[config.mk]
export PLATFORM = sky130hd
export DESIGN_NAME = first_fit_heap_allocator_core
export DESIGN_NICKNAME = d
export VERILOG_FILES = /design/src/hdl/ffha_pkg.sv /design/src/hdl/ffha_alu.sv /design/src/hdl/first_fit_heap_allocator_core.sv
export SDC_FILE = /design/constraint.sdc
export NUM_CORES = 2
export LEC_CHECK = 0
export BUFFER_PORTS_ARGS = -buffer_cell sky130_fd_sc_hd__buf_2
export CAP_MARGIN = 20
export CORE_UTILIZATION = 60
export DETAILED_ROUTE_END_ITERATION = 6
export PLACE_DENSITY = 0.76
export SYNTH_ARGS = -nofsm -noshare
export SYNTH_HDL_FRONTEND = slang
export SYNTH_SLANG_ARGS = --single-unit
[constraint.sdc]
create_clock -name clock -period 9.3 [get_ports clock]
set_input_delay 0 -clock clock [delete_from_list [all_inputs] [get_ports clock]]
set_output_delay 0 -clock clock [all_outputs]
set_load 0.005 [all_outputs]
[src/hdl/ffha_pkg.sv]
// Shared types, codes and defaults for the first-fit heap allocator.
// Used by ffha_alu and first_fit_heap_allocator_core; depends on nothing.
package ffha_pkg;

   // Default configuration of the block table and arena.
   localparam int MaxBlocksDef   = 64;
   localparam int ArenaBytesDef  = 65536;
   localparam int HeaderBytesDef = 40;

   // Payload addresses stay within a 16-bit address space.
   localparam int AddrSpace = 65536;
   localparam int LimitW    = 17;
   localparam int SizeW     = 16;
   localparam int AluW      = 18;

   // Reset value of the heap limit register.
   localparam logic [LimitW-1:0] LimitReset = 17'd65536;

   // Request modes.
   localparam logic ModeAlloc = 1'b0;
   localparam logic ModeFree  = 1'b1;

   // Result status codes.
   localparam logic StatusOk   = 1'b0;
   localparam logic StatusFail = 1'b1;

   // Operations of the shared arithmetic unit.
   typedef enum logic {
      ALU_ADD_HDR,
      ALU_SUB
   } alu_op_type;

   // Result of the shared arithmetic unit.
   typedef struct packed {
      logic [AluW-1:0] value;
      logic            borrow;
   } alu_res_type;

   // One request beat.
   typedef struct packed {
      logic             mode;
      logic [SizeW-1:0] request_size;
      logic [15:0]      address;
   } req_type;

   // One response beat.
   typedef struct packed {
      logic [15:0] result_address;
      logic        status;
   } rsp_type;

   // One entry of the block table.
   typedef struct packed {
      logic             free;
      logic [SizeW-1:0] size;
   } ent_type;

endpackage

[src/hdl/ffha_alu.sv]
// Shared adder and subtractor of the allocator sequencer.
// Depends on ffha_pkg for operation codes and result type.
module ffha_alu #(
   parameter int HEADER_BYTES = ffha_pkg::HeaderBytesDef
) (
   input  ffha_pkg::alu_op_type           op,
   input  logic [ffha_pkg::AluW-1:0]      op_a,
   input  logic [ffha_pkg::AluW-1:0]      op_b,
   output ffha_pkg::alu_res_type          res
);

   localparam logic [ffha_pkg::AluW:0] Hdr = (ffha_pkg::AluW+1)'(HEADER_BYTES);

   logic [ffha_pkg::AluW:0] sum;

   // Either a + b + header, or a - b with the borrow out of the top.
   always_comb begin
      case (op)
         ffha_pkg::ALU_ADD_HDR: sum = {1'b0, op_a} + {1'b0, op_b} + Hdr;
         ffha_pkg::ALU_SUB:     sum = {1'b0, op_a} - {1'b0, op_b};
         default:               sum = '0;
      endcase
      res.value  = sum[ffha_pkg::AluW-1:0];
      res.borrow = (op == ffha_pkg::ALU_SUB) ? sum[ffha_pkg::AluW] : 1'b0;
   end

endmodule

[src/hdl/first_fit_heap_allocator_core.sv]
// Top level of the first-fit heap allocator: sequencer, block table memory.
// Depends on ffha_pkg and the shared arithmetic unit ffha_alu.
//
//   Channel | Ports                          | Beat
//   --------+--------------------------------+---------------------------------
//   request | req_valid, req_stall, req_data | mode, request_size, address
//   result  | rsp_valid, rsp_stall, rsp_data | result_address, status
//   config  | csr_valid, csr_ready, csr_data | heap_limit, 17 bits
//
// One request is worked at a time; req_stall is high until its result is
// registered. An allocate walk reads and checks each block it passes, a free
// walk does the same, and a table shift reads and writes each moved entry
// in turn, as the single shared adder and the one-port table read demand.
// Reset is synchronous and clears the control state; the table needs none.
// A held result in the output register waits for rsp_stall to drop.
module first_fit_heap_allocator_core #(
   parameter int MAX_BLOCKS   = ffha_pkg::MaxBlocksDef,
   parameter int ARENA_BYTES  = ffha_pkg::ArenaBytesDef,
   parameter int HEADER_BYTES = ffha_pkg::HeaderBytesDef
) (
   input  logic                             clock,
   input  logic                             reset,
   input  logic                             req_valid,
   output logic                             req_stall,
   input  ffha_pkg::req_type                req_data,
   output logic                             rsp_valid,
   input  logic                             rsp_stall,
   output ffha_pkg::rsp_type                rsp_data,
   input  logic                             csr_valid,
   output logic                             csr_ready,
   input  logic [ffha_pkg::LimitW-1:0]      csr_data
);

   localparam int IW = (MAX_BLOCKS > 1) ? $clog2(MAX_BLOCKS) : 1;
   localparam int CW = $clog2(MAX_BLOCKS + 1);
   localparam int LW = ffha_pkg::LimitW;
   localparam int SW = ffha_pkg::SizeW;
   localparam int AW = ffha_pkg::AluW;
   localparam logic [LW-1:0] LimitCap = (ARENA_BYTES < ffha_pkg::AddrSpace) ?
      LW'(ARENA_BYTES) : LW'(ffha_pkg::AddrSpace);
   localparam logic [AW-1:0] HdrA   = AW'(HEADER_BYTES);
   localparam logic [AW-1:0] SplitA = AW'(HEADER_BYTES + 8);
   localparam logic [CW-1:0] MaxC   = CW'(MAX_BLOCKS);
   localparam logic [CW-1:0] OneC   = CW'(1);

   typedef enum logic [4:0] {
      S_IDLE, S_A_RD, S_A_EV, S_A_STEP, S_A_FIT, S_A_ADDR, S_A_REM,
      S_A_GROW, S_A_LIM, S_A_APP, S_IN_RD, S_IN_WR,
      S_F_PRE, S_F_RD, S_F_EV, S_F_STEP, S_F_MRGP, S_F_NXT, S_F_NEV,
      S_F_MRGN, S_RM_RD, S_RM_WR, S_RESP
   } state_type;

   // Sequencer registers.
   state_type          state_ff, state_in;
   logic [LW-1:0]      s_ff, s_in;
   logic [LW-1:0]      tgt_ff, tgt_in;
   logic               tgt_ok_ff, tgt_ok_in;
   logic [CW-1:0]      idx_ff, idx_in;
   logic [CW-1:0]      k_ff, k_in;
   logic [CW-1:0]      ins_pos_ff, ins_pos_in;
   logic [LW-1:0]      off_ff, off_in;
   logic [LW-1:0]      prev_off_ff, prev_off_in;
   logic [SW-1:0]      prev_size_ff, prev_size_in;
   logic               prev_free_ff, prev_free_in;
   logic [CW-1:0]      cur_ff, cur_in;
   logic [SW-1:0]      cur_size_ff, cur_size_in;
   logic [LW-1:0]      cur_off_ff, cur_off_in;
   logic [SW-1:0]      rem_ff, rem_in;
   logic               split_ff, split_in;
   logic [LW-1:0]      grow_ff, grow_in;
   ffha_pkg::ent_type  new_ent_ff, new_ent_in;
   logic [15:0]        res_addr_ff, res_addr_in;
   logic               status_ff, status_in;
   logic               rm_ret_ff, rm_ret_in;
   logic [CW-1:0]      cnt_ff, cnt_in;
   logic [LW-1:0]      top_ff, top_in;
   logic [LW-1:0]      limit_ff, limit_in;
   logic               rsp_valid_ff, rsp_valid_in;
   ffha_pkg::rsp_type  rsp_data_ff, rsp_data_in;

   // Block table memory and its ports.
   ffha_pkg::ent_type  table_mem [MAX_BLOCKS];
   ffha_pkg::ent_type  rd_data_ff;
   logic               rd_en;
   logic [IW-1:0]      rd_addr;
   logic               wr_en;
   logic [IW-1:0]      wr_addr;
   ffha_pkg::ent_type  wr_data;

   // Shared arithmetic unit.
   ffha_pkg::alu_op_type  alu_op;
   logic [AW-1:0]         alu_a;
   logic [AW-1:0]         alu_b;
   ffha_pkg::alu_res_type alu_res;

   ffha_alu #(
      .HEADER_BYTES(HEADER_BYTES)
   ) u_alu (
      .op   (alu_op),
      .op_a (alu_a),
      .op_b (alu_b),
      .res  (alu_res)
   );

   assign req_stall = (state_ff != S_IDLE);
   assign rsp_valid = rsp_valid_ff;
   assign rsp_data  = rsp_data_ff;
   assign csr_ready = 1'b1;

   // Sequencer next state.
   always_comb begin
      state_in     = state_ff;
      s_in         = s_ff;
      tgt_in       = tgt_ff;
      tgt_ok_in    = tgt_ok_ff;
      idx_in       = idx_ff;
      k_in         = k_ff;
      ins_pos_in   = ins_pos_ff;
      off_in       = off_ff;
      prev_off_in  = prev_off_ff;
      prev_size_in = prev_size_ff;
      prev_free_in = prev_free_ff;
      cur_in       = cur_ff;
      cur_size_in  = cur_size_ff;
      cur_off_in   = cur_off_ff;
      rem_in       = rem_ff;
      split_in     = split_ff;
      grow_in      = grow_ff;
      new_ent_in   = new_ent_ff;
      res_addr_in  = res_addr_ff;
      status_in    = status_ff;
      rm_ret_in    = rm_ret_ff;
      cnt_in       = cnt_ff;
      top_in       = top_ff;
      limit_in     = limit_ff;
      rsp_valid_in = rsp_valid_ff & rsp_stall;
      rsp_data_in  = rsp_data_ff;
      rd_en        = 1'b0;
      rd_addr      = idx_ff[IW-1:0];
      wr_en        = 1'b0;
      wr_addr      = idx_ff[IW-1:0];
      wr_data      = rd_data_ff;
      alu_op       = ffha_pkg::ALU_SUB;
      alu_a        = '0;
      alu_b        = '0;

      // Configuration beat: keep the limit already clamped to the arena.
      if (csr_valid) begin
         limit_in = (csr_data > LimitCap) ? LimitCap : csr_data;
      end

      case (state_ff)
         S_IDLE: begin
            idx_in       = '0;
            off_in       = '0;
            prev_free_in = 1'b0;
            res_addr_in  = '0;
            status_in    = ffha_pkg::StatusOk;
            if (req_valid) begin
               if (req_data.mode == ffha_pkg::ModeFree) begin
                  // Capture the address; the request port may move on.
                  tgt_in   = LW'(req_data.address);
                  state_in = S_F_PRE;
               end else if (req_data.request_size == '0) begin
                  status_in = ffha_pkg::StatusFail;
                  state_in  = S_RESP;
               end else begin
                  s_in     = ({1'b0, req_data.request_size} + LW'(7)) & ~LW'(7);
                  state_in = S_A_RD;
               end
            end
         end

         // Allocate: first-fit walk over the table.
         S_A_RD: begin
            if (idx_ff == cnt_ff) begin
               if (cnt_ff >= MaxC) begin
                  status_in = ffha_pkg::StatusFail;
                  state_in  = S_RESP;
               end else begin
                  state_in = S_A_GROW;
               end
            end else begin
               rd_en    = 1'b1;
               state_in = S_A_EV;
            end
         end
         S_A_EV: begin
            alu_op = ffha_pkg::ALU_SUB;
            alu_a  = AW'(rd_data_ff.size);
            alu_b  = AW'(s_ff);
            if (rd_data_ff.free && !alu_res.borrow) begin
               rem_in   = alu_res.value[SW-1:0];
               state_in = S_A_FIT;
            end else begin
               state_in = S_A_STEP;
            end
         end
         S_A_STEP: begin
            alu_op   = ffha_pkg::ALU_ADD_HDR;
            alu_a    = AW'(off_ff);
            alu_b    = AW'(rd_data_ff.size);
            off_in   = alu_res.value[LW-1:0];
            idx_in   = idx_ff + OneC;
            state_in = S_A_RD;
         end
         S_A_FIT: begin
            alu_op   = ffha_pkg::ALU_SUB;
            alu_a    = AW'(rem_ff);
            alu_b    = SplitA;
            split_in = !alu_res.borrow && (cnt_ff < MaxC);
            wr_en    = 1'b1;
            wr_data.free = 1'b0;
            wr_data.size = (!alu_res.borrow && (cnt_ff < MaxC)) ?
               s_ff[SW-1:0] : rd_data_ff.size;
            state_in = S_A_ADDR;
         end
         S_A_ADDR: begin
            alu_op      = ffha_pkg::ALU_ADD_HDR;
            alu_a       = AW'(off_ff);
            alu_b       = '0;
            res_addr_in = alu_res.value[15:0];
            state_in    = split_ff ? S_A_REM : S_RESP;
         end
         S_A_REM: begin
            alu_op          = ffha_pkg::ALU_SUB;
            alu_a           = AW'(rem_ff);
            alu_b           = HdrA;
            new_ent_in.free = 1'b1;
            new_ent_in.size = alu_res.value[SW-1:0];
            ins_pos_in      = idx_ff + OneC;
            k_in            = cnt_ff;
            state_in        = S_IN_RD;
         end

         // Allocate: append a block at the heap top.
         S_A_GROW: begin
            alu_op   = ffha_pkg::ALU_ADD_HDR;
            alu_a    = AW'(top_ff);
            alu_b    = AW'(s_ff);
            grow_in  = alu_res.value[LW-1:0];
            state_in = alu_res.value[AW-1] ? S_RESP : S_A_LIM;
            if (alu_res.value[AW-1]) begin
               status_in = ffha_pkg::StatusFail;
            end
         end
         S_A_LIM: begin
            alu_op = ffha_pkg::ALU_SUB;
            alu_a  = AW'(limit_ff);
            alu_b  = AW'(grow_ff);
            if (alu_res.borrow) begin
               status_in = ffha_pkg::StatusFail;
               state_in  = S_RESP;
            end else begin
               state_in = S_A_APP;
            end
         end
         S_A_APP: begin
            alu_op          = ffha_pkg::ALU_ADD_HDR;
            alu_a           = AW'(top_ff);
            alu_b           = '0;
            res_addr_in     = alu_res.value[15:0];
            top_in          = grow_ff;
            new_ent_in.free = 1'b0;
            new_ent_in.size = s_ff[SW-1:0];
            ins_pos_in      = cnt_ff;
            k_in            = cnt_ff;
            state_in        = S_IN_RD;
         end

         // Insert: move entries up by one, then place the new entry.
         S_IN_RD: begin
            if (k_ff > ins_pos_ff) begin
               rd_en    = 1'b1;
               rd_addr  = IW'(k_ff - OneC);
               state_in = S_IN_WR;
            end else begin
               wr_en    = 1'b1;
               wr_addr  = ins_pos_ff[IW-1:0];
               wr_data  = new_ent_ff;
               cnt_in   = cnt_ff + OneC;
               state_in = S_RESP;
            end
         end
         S_IN_WR: begin
            wr_en    = 1'b1;
            wr_addr  = k_ff[IW-1:0];
            wr_data  = rd_data_ff;
            k_in     = k_ff - OneC;
            state_in = S_IN_RD;
         end

         // Free: find the block whose payload address matches.
         S_F_PRE: begin
            alu_op    = ffha_pkg::ALU_SUB;
            alu_a     = AW'(tgt_ff);
            alu_b     = HdrA;
            tgt_in    = alu_res.value[LW-1:0];
            tgt_ok_in = !alu_res.borrow;
            state_in  = S_F_RD;
         end
         S_F_RD: begin
            if (idx_ff == cnt_ff) begin
               status_in = ffha_pkg::StatusFail;
               state_in  = S_RESP;
            end else begin
               rd_en    = 1'b1;
               state_in = S_F_EV;
            end
         end
         S_F_EV: begin
            if (tgt_ok_ff && (off_ff == tgt_ff)) begin
               cur_in      = idx_ff;
               cur_size_in = rd_data_ff.size;
               cur_off_in  = off_ff;
               if ((idx_ff != '0) && prev_free_ff) begin
                  state_in = S_F_MRGP;
               end else begin
                  wr_en        = 1'b1;
                  wr_data.free = 1'b1;
                  wr_data.size = rd_data_ff.size;
                  state_in     = S_F_NXT;
               end
            end else begin
               state_in = S_F_STEP;
            end
         end
         S_F_STEP: begin
            alu_op       = ffha_pkg::ALU_ADD_HDR;
            alu_a        = AW'(off_ff);
            alu_b        = AW'(rd_data_ff.size);
            off_in       = alu_res.value[LW-1:0];
            prev_off_in  = off_ff;
            prev_size_in = rd_data_ff.size;
            prev_free_in = rd_data_ff.free;
            idx_in       = idx_ff + OneC;
            state_in     = S_F_RD;
         end

         // Free: merge into the free block below, then drop this entry.
         S_F_MRGP: begin
            alu_op       = ffha_pkg::ALU_ADD_HDR;
            alu_a        = AW'(prev_size_ff);
            alu_b        = AW'(cur_size_ff);
            wr_en        = 1'b1;
            wr_addr      = IW'(idx_ff - OneC);
            wr_data.free = 1'b1;
            wr_data.size = alu_res.value[SW-1:0];
            cur_size_in  = alu_res.value[SW-1:0];
            cur_in       = idx_ff - OneC;
            cur_off_in   = prev_off_ff;
            k_in         = idx_ff;
            rm_ret_in    = 1'b1;
            state_in     = S_RM_RD;
         end

         // Free: look at the block above, or release the top block.
         S_F_NXT: begin
            if ((cur_ff + OneC) < cnt_ff) begin
               rd_en    = 1'b1;
               rd_addr  = IW'(cur_ff + OneC);
               state_in = S_F_NEV;
            end else begin
               top_in    = cur_off_ff;
               k_in      = cur_ff;
               rm_ret_in = 1'b0;
               state_in  = S_RM_RD;
            end
         end
         S_F_NEV: begin
            state_in = rd_data_ff.free ? S_F_MRGN : S_RESP;
         end
         S_F_MRGN: begin
            alu_op       = ffha_pkg::ALU_ADD_HDR;
            alu_a        = AW'(cur_size_ff);
            alu_b        = AW'(rd_data_ff.size);
            wr_en        = 1'b1;
            wr_addr      = cur_ff[IW-1:0];
            wr_data.free = 1'b1;
            wr_data.size = alu_res.value[SW-1:0];
            k_in         = cur_ff + OneC;
            rm_ret_in    = 1'b0;
            state_in     = S_RM_RD;
         end

         // Remove: move entries down by one over the removed slot.
         S_RM_RD: begin
            if ((k_ff + OneC) < cnt_ff) begin
               rd_en    = 1'b1;
               rd_addr  = IW'(k_ff + OneC);
               state_in = S_RM_WR;
            end else begin
               cnt_in   = cnt_ff - OneC;
               state_in = rm_ret_ff ? S_F_NXT : S_RESP;
            end
         end
         S_RM_WR: begin
            wr_en    = 1'b1;
            wr_addr  = k_ff[IW-1:0];
            wr_data  = rd_data_ff;
            k_in     = k_ff + OneC;
            state_in = S_RM_RD;
         end

         // Hand the result to the output register once it is free.
         S_RESP: begin
            if (!rsp_valid_ff || !rsp_stall) begin
               rsp_valid_in               = 1'b1;
               rsp_data_in.result_address = (status_ff == ffha_pkg::StatusOk) ?
                  res_addr_ff : 16'd0;
               rsp_data_in.status         = status_ff;
               state_in                   = S_IDLE;
            end
         end

         default: begin
            state_in = S_IDLE;
         end
      endcase
   end

   // Sequencer registers.
   always_ff @(posedge clock) begin
      if (reset) begin
         state_ff     <= S_IDLE;
         cnt_ff       <= '0;
         top_ff       <= '0;
         limit_ff     <= (ffha_pkg::LimitReset > LimitCap) ? LimitCap :
                         ffha_pkg::LimitReset;
         rsp_valid_ff <= 1'b0;
         rm_ret_ff    <= 1'b0;
      end else begin
         state_ff     <= state_in;
         cnt_ff       <= cnt_in;
         top_ff       <= top_in;
         limit_ff     <= limit_in;
         rsp_valid_ff <= rsp_valid_in;
         rm_ret_ff    <= rm_ret_in;
      end
      s_ff         <= s_in;
      tgt_ff       <= tgt_in;
      tgt_ok_ff    <= tgt_ok_in;
      idx_ff       <= idx_in;
      k_ff         <= k_in;
      ins_pos_ff   <= ins_pos_in;
      off_ff       <= off_in;
      prev_off_ff  <= prev_off_in;
      prev_size_ff <= prev_size_in;
      prev_free_ff <= prev_free_in;
      cur_ff       <= cur_in;
      cur_size_ff  <= cur_size_in;
      cur_off_ff   <= cur_off_in;
      rem_ff       <= rem_in;
      split_ff     <= split_in;
      grow_ff      <= grow_in;
      new_ent_ff   <= new_ent_in;
      res_addr_ff  <= res_addr_in;
      status_ff    <= status_in;
      rsp_data_ff  <= rsp_data_in;
   end

   // Block table: one write port, one registered read port.
   always_ff @(posedge clock) begin
      if (wr_en) begin
         table_mem[wr_addr] <= wr_data;
      end
      if (rd_en) begin
         rd_data_ff <= table_mem[rd_addr];
      end
   end

endmodule

* Word-level counts from Yosys, hierarchy flattened
Memory sizes are Yosys's and may differ from the RTL's. A register that Yosys moved wholly into a read port is not among the register bits.
Cells that the tools add are included.
W data, S select, Z words.
** Cells by class
- Reductions and logical operators :: 51
- Mux-type cells :: 82
- Bitwise logic cells :: 3
- $add $sub $neg :: 11
- Magnitude comparators :: 6
- Eq/ne operators :: 36
** Operators by type and width (count)
- $pmux W17 S2 :: 5
- $mux W17 :: 8
- $pmux W17 S8 :: 1
- $pmux W17 S6 :: 1
- $pmux W5 S18 :: 1
- $pmux W17 S4 :: 1
- $pmux W16 S2 :: 2
- $mux W5 :: 12
- $pmux W7 S2 :: 4
- $pmux W7 S6 :: 1
- $eq A5 B4 Y1 const B :: 8
- $pmux W19 S2 :: 1
- $eq A5 B5 Y1 const B :: 7
- $mux W16 :: 2
- $add A7 B1 Y7 const B :: 4
- $mux W7 :: 4
- $mux W6 :: 4
- $pmux W6 S4 :: 1
- $mux W1 :: 23
- $ne A2 B2 Y1 const B :: 11
- $reduce_or A2 Y1 :: 11
- $sub A7 B1 Y7 const B :: 3
- $eq A5 B3 Y1 const B :: 4
- $add A19 B6 Y19 const B :: 1
- other kinds (38) :: 69
** Storage, ports and cells
- Memory bits (writable) :: 1088
- Flip-flop bits (word level) :: 277
- Bits of input ports :: 55
- Logic and storage cells :: 218
- Memories kept :: 1
- Output and inout port bits :: 20
** Memories
- table_mem :: depth 64, bits a word 17, read ports 1, clocked after memory_dff 1, write ports 1, RTL line first_fit_heap_allocator_core.sv:82 : ffha_pkg::ent_type table_mem [MAX_BLOCKS];

* Depth between registers and ports, before layout
- Word-level depth :: 11
- Mapped depth :: 24

* Cells and area by module
A second synthesis with hierarchy kept.
** Unflattened totals
- Cell total of the unflattened synthesis :: 4477
- Area total of the unflattened synthesis :: 60564.3 sq um
** By module, submodules not included
- first_fit_heap_allocator_core :: area each 58233.4 sq um, sequential area each 41019.3 sq um, instances 1, cells each 4161
- ffha_alu :: area each 2331.0 sq um, sequential area each 0.0 sq um, instances 1, cells each 316

* Least setup slack after synthesis
No wires, ideal clock.
- Kind :: reg-to-reg
- Start point :: register state_ff[3]
- End point :: memory table_mem[0][10] (netlist name) (data pin)
- Buffers on the path :: 3
- Library setup time :: 0.702 ns
- Path slack :: 1.831 ns
- Clock period less this slack :: 7.469 ns
- Cell stages (with the launch flop) :: 20
- Required time :: 8.598 ns
- Arrival time :: 6.767 ns
- Cells stage by stage :: dfxtp_1 buf_2 or3b_2 nor2_1 clkbuf_1 buf_1 a222oi_1 inv_1 ha_1 fa_1 nand2b_1 a211oi_1 o41ai_1 and3_1 or2_2 nor3_1 xor2_1 a21oi_1 xnor2_1 o21ai_0
** RTL lines
- from (decl) :: RTL line first_fit_heap_allocator_core.sv:54 : state_type state_ff, state_in;
- from (signal assigned) :: RTL line first_fit_heap_allocator_core.sv:433 : state_ff <= state_in;
- to (decl) :: RTL line first_fit_heap_allocator_core.sv:82

==> results.json <==
{
  "post-place-ws_ns": 1.510,
  "ys.flop_type": "edfxtp_1",
  "syn_nets": 5103,
  "slew_violations": 0,
  "syn_to_final_growth_pct": 12.78,
  "setup_viol": 0,
  "io_pins": 75,
  "drt-initial-drc-count": 6831,
  "dr.pass1.iters": 7,
  "synth_most_common_cell": "edfxtp_1",
  "netlist_top_cells_count": "edfxtp_1 (1334), nand2_1 (1204), nand3_1 (459)",
  "fin_crit_sh": 0.8485,
  "layout.nets": 5290,
  "die_x_um": 319.3,
  "syn_area_mm2": 0.06042,
  "synth_fa_ha_area_frac": 0.01487,
  "wl_per_cell_um": 27.69,
  "slowest_delay_ns": 0.81,
  "grt_max_degree": 165,
  "ys_seq_area_frac": 0.6789,
  "path_cells": "clkinv_1, nand4_1, buf_4, inv_1, a22oi_1, nand2_1, a211oi_1, inv_1, ha_1, fa_1, nand2b_1, a211oi_1, o41ai_1, a21oi_1, a2111oi_4, or4b_1, nor2_1, xnor2_1, mux2i_4, o2111ai_4, buf_4",
  "synth_mux_area_frac": 0.01402,
  "min_to": "tgt_ff[2]$_DFFE_PP_",
  "violations": "DRC",
  "finalSetupTns_ns": 0,
  "grt_pass1_wl_um": 265100,
  "drt-total-wl_um": 182000,
  "clkSinkCount": 1382,
  "final_cells": 6574,
  "power_mw": 24.02,
  "drv_cap": 0,
  "post-route-min-period_ns": 7.891,
  "cp-end-kind": "flop",
  "synth_area_leaders": "edfxtp_1 (66%), nand2_1 (7.5%), nand3_1 (3.8%), nor2_1 (1.6%), dfxtp_1 (1.6%)",
  "status": "finished with violations",
  "hold_slack_ns": 0.07895,
  "synthArstFlopShare": 0,
  "cp_max_fo": 33,
  "max_freq_mhz": 126.7,
  "drive_above_1_share": 0.1020,
  "hold_viol": 0,
  "drc": 5,
  "placed_cell_area_mm2": 0.06248,
  "synth_top_family_by_area": "simple AND/OR/NAND/NOR gates",
  "vias": 43180,
  "ant_nets": 0,
  "utilization": 0.6814,
  "p_leak_nw": 24.11,
  "vias_per_cell": 6.568,
  "holdPathStages": 4,
  "post-place-cells": 6209,
  "final_cell_area_mm2": 0.06814,
  "synth-xor-area-share": 0.01535,
  "cts_resized": 0,
  "yosysTopAreaCell": "edfxtp_1",
  "dieArea_mm2": 0.1020,
  "fillers": 6876,
  "synth-simple-area-share": 0.1654,
  "crit_family": "compound AO/OA/AOI/OAI gates",
  "start_kind": "flop",
  "antenna_found_initial": 8,
  "ff2ff_setup_slack_ns": 1.41,
  "grt_use_total": 0.3542,
  "synth_top_area_frac": 0.6630,
  "dp_hpwl_um": 108900,
  "core_mm2": 0.1000,
  "synthCells": 4978,
  "min-delay-start": "req_data[2]",
  "clock_path_buffers": 3,
  "arrival_ns": 8.45,
  "ir_drop_v": 0.0002829,
  "required_ns": 9.86,
  "rsz0062_at_grt": "false",
  "setup_ws_ns": 1.409,
  "cts_buffers": 139,
  "worst_pin_slew_ns": 1.205,
  "ys_ff_latch": 1382,
  "path_buf_inv": 5,
  "synth_cell_types": 97,
  "worstSkewPairLatency_ns": 0.77,
  "synth_edf_count": 1334,
  "fin_skew_ns": 0.04919,
  "path_clk_slew_ns": 0.06,
  "r2r-end": "table_mem[22][14]$_DFFE_PP_",
  "r2r_cells": 21,
  "gp_congestion": 1.033,
  "avgSynthCellArea_um2": 12.14,
  "slowest_stage": "dfxtp_1",
  "die_h_um": 319.3,
  "rows": 116,
  "holdBufCountCts": 103,
  "maxSlewHeadroom": 0.1934,
  "power.density_mw_per_mm2": 352.6,
  "synth_compound_area_frac": 0.08360,
  "grt-ovfl-total": 0,
  "portBuffers": 73,
  "synth-warning-count": 0,
  "cts_tree": "yes",
  "timing.rr.start": "state_ff[0]$_SDFFE_PP0P_",
  "initial_core_util": 0.6042,
  "htree_levels": 4,
  "path_class": "flop to flop",
  "post_cts_buffers": 0,
  "cts_root_buf": "clkbuf_16",
  "hold_class": "input port to flop",
  "grt_pass1_vias": 40990
}
-- where the power goes --
part | internal, mW | leakage (nW) | switching [mW] | total (mW)
clock network | 3.12 | 2.17 | 2.38 | 5.50
registers | 8.72 | 12.5 | 0.445 | 9.16
logic | 2.54 | 9.46 | 6.82 | 9.36
total | 14.4 | 24.1 | 9.65 | 24.0
-- metal layers --
layer  GRT usage  vias to the layer above  wire length, um
li1            -                    18700                -
met1      0.4593                    20810            64990
met2      0.5499                     3078            83220
met3     0.08205                      593            22340
met4      0.2065                        4            11440
met5           0                        -               24
-- worst register-to-register path: cells and delay by family, from the launching register on --
family / cells / cell delay, ns
compound gates: 7 / 2.84
buf+inv: 5 / 1.82
simple gates: 5 / 1.12
flops: 1 / 0.81
fa+ha+maj: 2 / 0.72
mux: 1 / 0.20
xor+xnor: 1 / 0.18
-- sequential cells by signal (all words and copies together), names as in the netlist, 7 cells and up --
signal / count
cnt_ff: 7
cur_ff: 7
cur_off_ff: 17
cur_size_ff: 16
grow_ff: 17
idx_ff: 7
ins_pos_ff: 7
k_ff: 7
limit_ff: 17
new_ent_ff: 17
off_ff: 17
prev_off_ff: 17
prev_size_ff: 16
rd_data_ff: 17
rem_ff: 16
res_addr_ff: 16
rsp_data: 17
s_ff: 14
table_mem: 1088
tgt_ff: 17
top_ff: 17
-- area by class of cell --
type,instances,area (um^2),share of cell area
diodes,3,7.507,0.0001102
clock buffers,179,3787,0.05558
clock inverters,70,651.9,0.009567
inverters,91,341.6,0.005013
multi-input cells,3221,17940,0.2633
flip-flops and latches,1382,41020,0.6020
well taps,1298,1624,0.02383
repair buffers,330,2768,0.04062
-- worst max path at each step --
| stage | start | end | slack (ns) | depth (start not counted) |
|---|---|---|---|---|
| finish | state_ff[0]$_SDFFE_PP0P_ | table_mem[22][14]$_DFFE_PP_ | 1.41 | 21 |
| CTS | state_ff[0]$_SDFFE_PP0P_ | table_mem[50][9]$_DFFE_PP_ | 1.50 | 20 |
| floorplan | state_ff[3]$_SDFFE_PP0P_ | table_mem[0][10]$_DFFE_PP_ | 1.83 | 19 |
| global route | state_ff[3]$_SDFFE_PP0P_ | table_mem[49][6]$_DFFE_PP_ | 0.98 | 18 |
| detailed placement | state_ff[0]$_SDFFE_PP0P_ | table_mem[22][9]$_DFFE_PP_ | 1.51 | 20 |
| global placement | state_ff[3]$_SDFFE_PP0P_ | table_mem[48][14]$_DFFE_PP_ | 1.63 | 18 |
-- logic make-up (layout without fill, tap and decap cells) --
group	after synthesis	after routing
other	1	4
muxes	82	82
xor gates and xnor gates	105	105
AOI/OAI and AO/OA	697	697
DFF	1382	1382
buffers and inverters	375	670
and+or+nand+nor	2266	2266
adders and majority gates	70	70
-- cell usage in the layout (no fill, tap or decap), types with 34 or more instances in the layout --
cell,n
a311oi_1,35
nor3_1,62
o21ai_0,85
nor2b_1,50
a22oi_1,44
mux2i_1,73
inv_1,88
xnor2_1,72
nor2_1,236
and3_1,34
dlygate4sd3_1,103
ha_1,67
a31oi_1,48
buf_2,73
dfxtp_1,48
edfxtp_1,1334
nand3_1,459
a21oi_1,187
nand2_1,1201
clkbuf_16,146
buf_4,138
nand4_1,65
Note: power is estimated with default switching activity, not from simulation.
